`config.mk`:
```
export PLATFORM = sky130hd
export DESIGN_NAME = vrsp_trig
export DESIGN_NICKNAME = d
export VERILOG_FILES = /design/src/sv/vrsp_pkg.sv /design/src/sv/vrsp_trig.sv
export SDC_FILE = /design/constraint.sdc
export NUM_CORES = 1
export LEC_CHECK = 0
export ABC_AREA = 1
export BUFFER_PORTS_ARGS = -buffer_cell sky130_fd_sc_hd__buf_2
export CAP_MARGIN = 20
export CORE_MARGIN = 4
export CORE_UTILIZATION = 57
export CTS_CLUSTER_SIZE = 28
export DETAILED_ROUTE_END_ITERATION = 6
export PLACE_DENSITY = 0.84
export SETUP_SLACK_MARGIN = 0.1
export SLEW_MARGIN = 20
export SYNTH_ARGS = -nofsm -noshare
export SYNTH_HDL_FRONTEND = slang
export SYNTH_SLANG_ARGS = --single-unit
```
`constraint.sdc`:
```
create_clock -name clk -period 4 [get_ports clk]
set_input_delay 0.8 -clock clk [delete_from_list [all_inputs] [get_ports clk]]
set_output_delay 0.8 -clock clk [all_outputs]
set_load 0.01 [all_outputs]
```
`src/sv/vrsp_pkg.sv`:
```
package vrsp_pkg;

    localparam int COORD_WIDTH_DEF    = 16;
    localparam int TRIG_FRAC_BITS_DEF = 14;
    localparam int CORDIC_ITERS       = 16;
    localparam int ANGLE_W            = 13;
    localparam int SCALE_W            = 12;
    localparam int SHIFT_W            = 16;
    localparam int ADDR_W             = 5;
    localparam int FULL_TURN          = 5760;
    localparam int PROJ_X_OFFSET      = 120;
    localparam int PROJ_Y_OFFSET      = 160;
    localparam logic signed [32:0] CORDIC_K = 33'sd652032874;

    // register byte addresses
    localparam logic [ADDR_W-1:0] REG_ANGLE_X = 5'd0;
    localparam logic [ADDR_W-1:0] REG_ANGLE_Y = 5'd4;
    localparam logic [ADDR_W-1:0] REG_ANGLE_Z = 5'd8;
    localparam logic [ADDR_W-1:0] REG_SCALE   = 5'd12;
    localparam logic [ADDR_W-1:0] REG_SHIFT_X = 5'd16;
    localparam logic [ADDR_W-1:0] REG_SHIFT_Y = 5'd20;
    localparam logic [ADDR_W-1:0] REG_SHIFT_Z = 5'd24;

    // CORDIC step angles, 1/4096 degree
    function automatic logic signed [20:0] atan_lut(input logic [3:0] i);
        case (i)
            4'd0:    atan_lut = 21'sd184320;
            4'd1:    atan_lut = 21'sd108810;
            4'd2:    atan_lut = 21'sd57492;
            4'd3:    atan_lut = 21'sd29184;
            4'd4:    atan_lut = 21'sd14649;
            4'd5:    atan_lut = 21'sd7331;
            4'd6:    atan_lut = 21'sd3667;
            4'd7:    atan_lut = 21'sd1833;
            4'd8:    atan_lut = 21'sd917;
            4'd9:    atan_lut = 21'sd458;
            4'd10:   atan_lut = 21'sd229;
            4'd11:   atan_lut = 21'sd115;
            4'd12:   atan_lut = 21'sd57;
            4'd13:   atan_lut = 21'sd29;
            default: atan_lut = 21'sd14;
        endcase
    endfunction

    typedef enum logic [3:0] {
        TR_IDLE = 4'b0001,
        TR_LOAD = 4'b0010,
        TR_ITER = 4'b0100,
        TR_DONE = 4'b1000
    } trig_state_t;

endpackage

```
`src/sv/vrsp_trig.sv`:
```
// Iterative CORDIC: one axis at a time, one micro-rotation per cycle.
module vrsp_trig #(
    parameter int TRIG_FRAC_BITS = vrsp_pkg::TRIG_FRAC_BITS_DEF
) (
    input  logic                              clk,
    input  logic                              rst_n,
    input  logic                              start,
    input  logic [3*vrsp_pkg::ANGLE_W-1:0]    angles,   // x, y, z from low bits
    output logic                              busy,
    output logic signed [TRIG_FRAC_BITS+1:0]  sin_x,
    output logic signed [TRIG_FRAC_BITS+1:0]  cos_x,
    output logic signed [TRIG_FRAC_BITS+1:0]  sin_y,
    output logic signed [TRIG_FRAC_BITS+1:0]  cos_y,
    output logic signed [TRIG_FRAC_BITS+1:0]  sin_z,
    output logic signed [TRIG_FRAC_BITS+1:0]  cos_z
);
    localparam int TW = TRIG_FRAC_BITS + 2;
    localparam int AW = vrsp_pkg::ANGLE_W;

    vrsp_pkg::trig_state_t state_reg, state_next;
    logic [3:0]  iter_reg, iter_next;
    logic [1:0]  axis_reg, axis_next;
    logic        pend_reg, pend_next;
    logic        negc_reg, negc_next;
    logic signed [33:0] x_reg, x_next, y_reg, y_next;
    logic signed [22:0] z_reg, z_next;
    logic signed [TW-1:0] sin_reg [3];
    logic signed [TW-1:0] cos_reg [3];

    logic [AW-1:0]      ang;
    logic signed [14:0] a, t;
    logic               negc;
    logic signed [33:0] dx, dy;
    logic signed [TW-1:0] sin_r, cos_r;

    function automatic logic signed [TW-1:0] to_trig(input logic signed [33:0] v);
        logic signed [34:0] r;
        logic signed [34:0] one;
        begin
            one = 35'sd1 <<< TRIG_FRAC_BITS;
            if (TRIG_FRAC_BITS < 30)
                r = (35'(v) + (35'sd1 <<< (29 - TRIG_FRAC_BITS))) >>> (30 - TRIG_FRAC_BITS);
            else
                r = 35'(v);
            if (r > one)
                r = one;
            if (r < -one)
                r = -one;
            to_trig = TW'(r);
        end
    endfunction

    always_comb
    begin
        case (axis_reg)
            2'd0:    ang = angles[AW-1:0];
            2'd1:    ang = angles[2*AW-1:AW];
            default: ang = angles[3*AW-1:2*AW];
        endcase
        a = 15'($unsigned(ang));
        if (a >= 15'(vrsp_pkg::FULL_TURN))
            a = a - 15'(vrsp_pkg::FULL_TURN);
        negc = 1'b0;
        if (a <= 15'(vrsp_pkg::FULL_TURN / 4))
            t = a;
        else if (a <= 15'(3 * vrsp_pkg::FULL_TURN / 4))
        begin
            t    = 15'(vrsp_pkg::FULL_TURN / 2) - a;
            negc = 1'b1;
        end
        else
            t = a - 15'(vrsp_pkg::FULL_TURN);
        dx = y_reg >>> iter_reg;
        dy = x_reg >>> iter_reg;
        sin_r = to_trig(y_reg);
        cos_r = negc_reg ? -to_trig(x_reg) : to_trig(x_reg);
    end

    always_comb
    begin
        state_next = state_reg;
        iter_next  = iter_reg;
        axis_next  = axis_reg;
        pend_next  = pend_reg | start;
        negc_next  = negc_reg;
        x_next     = x_reg;
        y_next     = y_reg;
        z_next     = z_reg;
        case (state_reg)
            vrsp_pkg::TR_IDLE:
            begin
                if (pend_next)
                begin
                    pend_next  = 1'b0;
                    axis_next  = 2'd0;
                    state_next = vrsp_pkg::TR_LOAD;
                end
            end
            vrsp_pkg::TR_LOAD:
            begin
                x_next     = 34'(vrsp_pkg::CORDIC_K);
                y_next     = '0;
                z_next     = 23'(t) <<< 8;
                negc_next  = negc;
                iter_next  = '0;
                state_next = vrsp_pkg::TR_ITER;
            end
            vrsp_pkg::TR_ITER:
            begin
                if (!z_reg[22])
                begin
                    x_next = x_reg - dx;
                    y_next = y_reg + dy;
                    z_next = z_reg - 23'(vrsp_pkg::atan_lut(iter_reg));
                end
                else
                begin
                    x_next = x_reg + dx;
                    y_next = y_reg - dy;
                    z_next = z_reg + 23'(vrsp_pkg::atan_lut(iter_reg));
                end
                iter_next = iter_reg + 4'd1;
                if (iter_reg == 4'(vrsp_pkg::CORDIC_ITERS - 1))
                    state_next = vrsp_pkg::TR_DONE;
            end
            vrsp_pkg::TR_DONE:
            begin
                if (axis_reg == 2'd2)
                    state_next = vrsp_pkg::TR_IDLE;
                else
                begin
                    axis_next  = axis_reg + 2'd1;
                    state_next = vrsp_pkg::TR_LOAD;
                end
            end
            default: state_next = vrsp_pkg::TR_IDLE;
        endcase
    end

    always_ff @(posedge clk or negedge rst_n)
    begin
        if (!rst_n)
        begin
            state_reg <= vrsp_pkg::TR_IDLE;
            pend_reg  <= 1'b1;
            axis_reg  <= '0;
            iter_reg  <= '0;
            negc_reg  <= 1'b0;
            for (int k = 0; k < 3; k++)
            begin
                sin_reg[k] <= '0;
                cos_reg[k] <= TW'(1) <<< TRIG_FRAC_BITS;
            end
        end
        else
        begin
            state_reg <= state_next;
            pend_reg  <= pend_next;
            axis_reg  <= axis_next;
            iter_reg  <= iter_next;
            negc_reg  <= negc_next;
            if (state_reg == vrsp_pkg::TR_DONE)
            begin
                sin_reg[axis_reg] <= sin_r;
                cos_reg[axis_reg] <= cos_r;
            end
        end
    end

    always_ff @(posedge clk)
    begin
        x_reg <= x_next;
        y_reg <= y_next;
        z_reg <= z_next;
    end

    assign busy  = (state_reg != vrsp_pkg::TR_IDLE) || pend_reg;
    assign sin_x = sin_reg[0];
    assign cos_x = cos_reg[0];
    assign sin_y = sin_reg[1];
    assign cos_y = cos_reg[1];
    assign sin_z = sin_reg[2];
    assign cos_z = cos_reg[2];

    a_iter_range: assert property (@(posedge clk) disable iff (!rst_n)
        state_reg == vrsp_pkg::TR_DONE |-> $past(iter_reg) == 4'(vrsp_pkg::CORDIC_ITERS - 1))
        else $error("cordic finished early");
    a_axis_range: assert property (@(posedge clk) disable iff (!rst_n)
        axis_reg != 2'd3) else $error("bad axis");
    a_start_busy: assert property (@(posedge clk) disable iff (!rst_n)
        start |=> busy) else $error("start not seen");
endmodule

```
==> flow_summary.json, run 1 <==
{
  "gr-total-overflow": 2,
  "synth_adder_area_share": 0.0711,
  "worst-ep-kind": "register input",
  "synth_top_family_by_area": "simple AND/OR/NAND/NOR gates",
  "ys_types": 62,
  "synth_compound_area_frac": 0.170,
  "yosys.area_share.simple": 0.345,
  "cts-buffers-inserted": 17,
  "cts.path.max_buffers": 2,
  "grt_max_degree": 63,
  "synth_edf_count": 91,
  "syn_inst": 3097,
  "async_reset_ff_frac": 0.543,
  "cts_root_buf": "clkbuf_16",
  "grt_usage": 0.762,
  "avgSynthCellArea_um2": 6.47,
  "postCtsHoldBufs": 0,
  "haltStage": "global routing (5_1_grt)",
  "ys_seq_elements": 199,
  "synth_most_common_cell": "nand2_1",
  "num_rows": 68,
  "die_y_um": 195,
  "status": "stopped before the end",
  "ys.flop_type": "dfrtp_1",
  "synth_area_um2": 20000,
  "synth_top_cell_area_share": 0.184,
  "ys_top_cells_by_count": "nand2_1, inv_1, nor2_1, o21ai_0, a21oi_1",
  "ios": 139,
  "synth_nets": 3251,
  "clock-sinks": 199,
  "htree_levels": 4,
  "port_buffers": 138,
  "error": "[ERROR GRT-0232] Routing congestion too high. Check the congestion heatmap in the GUI.",
  "seq_area_frac_synth": 0.272,
  "gp_congestion": 1.02,
  "synthTopCellsByArea": "nand2_1, edfxtp_1, dfrtp_1, ha_1, inv_1",
  "synth_top_cell_by_area": "nand2_1",
  "synth-xor-area-share": 0.0494,
  "detailed_place_hpwl_mm": 56.3,
  "die-width_um": 195,
  "ys_warn_count": 0,
  "pre_cts_ws_ns": -0.691,
  "dpl-instance-area_um2": 25700,
  "crit_endpoint": "x_reg[27]$_SDFFCE_PN0P_/D",
  "synthMuxAreaShare": 0.00900,
  "initial_core_util": 0.578
}
## what timing repair did
action | in CTS
buffers inserted | 114
cloned | 5
pin swaps | 160
resized for setup | 574
endpoints found under the setup margin | 61
## metal layers
metal / GRT overflow / GRT usage
met5: 0 / 0.360
met4: 1 / 0.737
met3: 0 / 0.662
met2: 1 / 0.914
met1: 0 / 0.742
## logic make-up after synthesis
kind of cell    after synthesis
compound gates              613
xor+xnor                    112
fa+ha+maj                   112
buf+inv                     418
flops                       199
mux                          18
simple gates               1625
## per-stage QoR
step	hold slack [ns]	util	TNS [ns]	cells
4_1_cts	0.355	0.844	-7.84	4339
3_5_place_dp	0.460	0.742	-22.95	4190
3_3_place_gp	0.458	0.742	-18.21	4190
2_1_floorplan	0.473	-	0	3097
==> inputs of run 2 (changes only) <==
CORE_UTILIZATION = 40   (was 57)
CTS_CLUSTER_SIZE = default   (was 28)
PLACE_DENSITY = default   (was 0.84)
PLACE_DENSITY_LB_ADDON = 0.15   (was default)
SETUP_SLACK_MARGIN = default   (was 0.1)
clock period = 5.2 ns   (was 4 ns; I/O delays follow)
==> run 2 against run 1 <==
The run now ends clean. Synthesized cell count stayed put. Synthesized area stayed put.
==> flow_summary.json, run 2 <==
{
  "status": "complete, no violations",
  "grt_pass1_wl_mm": 104,
  "clock_latency_ns": 0.52,
  "required_ns": 5.47,
  "start_kind": "register",
  "dr.pass1.iters": 5,
  "hold_class": "in2async",
  "ios": 139,
  "ys.flop_type": "dfrtp_1",
  "core_area_um2": 49300,
  "totalPowerFinal_mw": 17.0,
  "ir_worst_vdd_v": 0.000300,
  "route.detailed.drc": 0,
  "fin_nets": 3369,
  "yosys.area_share.simple": 0.345,
  "p_sw_frac": 0.548,
  "cp_max_fo": 32,
  "seq_area_frac_synth": 0.272,
  "fmax_ghz": 0.204,
  "vias": 21000,
  "antenna_found_initial": 1,
  "final-hold-violation-count": 0,
  "period_share": 0.943,
  "arrival_ns": 5.17,
  "avgSynthCellArea_um2": 6.47,
  "detailed_place_hpwl_mm": 52.7,
  "synth_most_common_cell": "nand2_1",
  "initial_core_util": 0.407,
  "die_area_um2": 53700,
  "wl_mm": 67.0,
  "maxCapViolCount": 0,
  "synthTopCellsByArea": "nand2_1, edfxtp_1, dfrtp_1, ha_1, inv_1",
  "power-per-cell-area_nw_per_um2": 761,
  "ys_seq_elements": 199,
  "final_cells": 3891,
  "synth_compound_area_frac": 0.170,
  "final_cell_mix": "nand2_1, inv_1, nor2_1",
  "synth-xor-area-share": 0.0494,
  "slowest_delay_ns": 0.53,
  "vias_per_cell": 5.39,
  "clock-sinks": 199,
  "power_frac_seq": 0.197,
  "num_rows": 81,
  "max_slew.worst_pin.slew_ns": 0.825,
  "die_y_um": 232,
  "ys_top_cells_by_count": "nand2_1, inv_1, nor2_1, o21ai_0, a21oi_1",
  "setup_violations": 0,
  "grt_usage": 0.241,
  "clk_pin_slew_ns": 0.09,
  "rsz0062_at_grt": "yes",
  "antenna_cells": 0,
  "finClkSkew_ns": 0.0186,
  "combPwrFrac": 0.720,
  "gp_congestion": 0.969,
  "drive_gt1_frac": 0.115,
  "async_reset_ff_frac": 0.543,
  "synth_top_cell_area_share": 0.184,
  "intPower_mw": 7.70,
  "synthMuxAreaShare": 0.00900,
  "cts_tree": "built",
  "drtAntennaViolNets": 0,
  "crit_path_end_kind": "register",
  "htree_levels": 4,
  "grt_max_degree": 66,
  "timing.critical_path.mode_cell": "nand2_1",
  "p_clk_frac": 0.083,
  "cp_slowest_cell": "a2111oi_0",
  "final_common_cell": "nand2_1",
  "placedCellCount": 3852,
  "switching_power_mw": 9.32,
  "slew_violations": 0,
  "synth_nets": 3251,
  "wl_per_cell_um": 17.2,
  "drt_iter0_drc": 1728,
  "synth_top_cell_by_area": "nand2_1",
  "critPathKind": "reg2reg",
  "grt_pass1_vias": 19400,
  "die-width_um": 232,
  "cts_root_buf": "clkbuf_16",
  "nFillCells": 5262,
  "min_period_ns": 4.90,
  "ys_warn_count": 0,
  "ys_types": 62,
  "cts.path.max_buffers": 2,
  "synth_area_um2": 20000,
  "synth_adder_area_share": 0.0711,
  "relSlewSlack": 0.450,
  "synth_top_family_by_area": "simple AND/OR/NAND/NOR gates",
  "leakage_nw": 11.2,
  "area_delta_synth_final_pct": 11.8,
  "gr-total-overflow": 0,
  "cts-buffers-inserted": 17,
  "syn_inst": 3097,
  "synth_edf_count": 91,
  "port_buffers": 138
}
## run 2: cell counts after synthesis
No cell type changed its count.
## run 2: timing repair
item,CTS,global route
hold buffers,0,0
setup buffers,0,7
setup endpoints to repair,0,39
gates resized for setup,0,59
## run 2: cells by family after synthesis
group | Yosys count
compound gates | 613
simple gates | 1625
mux | 18
xor+xnor | 112
fa+ha+maj | 112
flops | 199
buf+inv | 418
## run 2: metal layers
metal	track usage	part of all wire
met1	0.325	0.46
met2	0.400	0.46
met3	0.0304	0.052
met4	0.0844	0.031
met5	0	0
## run 2: final timing paths
path                              from           to  slack [ns]  cells past startpoint
setup / recovery           iter_reg[0]    y_reg[30]        0.30                     28
hold / removal                   rst_n    sin_y[10]        0.48                      1
setup reg to reg           iter_reg[0]    y_reg[30]        0.30                     28
hold reg to reg               sin_y[9]     sin_y[9]        0.48                      2
max in group asynchronous        rst_n  axis_reg[1]        3.63                      2
min in group clk              sin_y[9]     sin_y[9]        0.48                      2
## run 2: power by group through the flow
stage / logic [mW] / registers, mW / clock network (mW)
5_1_grt: 13.8 / 3.40 / 1.51
2_1_floorplan: 8.72 / 3.16 / 0
3_3_place_gp: 11.7 / 3.38 / 0
6_report: 12.3 / 3.35 / 1.41
3_5_place_dp: 11.8 / 3.38 / 0
4_1_cts: 11.9 / 3.35 / 1.46
## run 2: worst max-delay path, delay by kind of cell, from the launching register on
| family | cells | cell delay [ns] |
|---|---|---|
| flip-flops | 1 | 0.50 |
| XOR/XNOR | 1 | 0.07 |
| buffers and inverters | 2 | 0.35 |
| AND/OR/NAND/NOR | 19 | 2.04 |
| adder cells (fa/ha/maj) | 1 | 0.37 |
| AO/OA/AOI/OAI | 5 | 1.32 |
## run 2: final cells by class
class | instances | area [um2] | area share
timing repair buffer | 207 | 1270 | 0.0566
tap | 664 | 831 | 0.0371
multi-input combinational | 2480 | 13100 | 0.583
clock inverter | 14 | 178 | 0.00794
clock buffer | 17 | 425 | 0.0190
inverter | 310 | 1180 | 0.0526
sequential | 199 | 5440 | 0.243
## run 2: through the flow
step	setup slack [ns]	util	hold WS, ns	cell area, um2	setup TNS [ns]
global route	-0.100	0.454	0.502	22400	-0.364
CTS	0.0355	0.449	0.463	22100	0
finish	0.298	0.454	0.479	22400	0
global placement	0.140	0.437	0.459	21500	0
floorplan	0.935	-	0.473	20000	0
detailed placement	0.0579	0.437	0.461	21500	0
No activity file was read; power rests on OpenSTA's default activity.
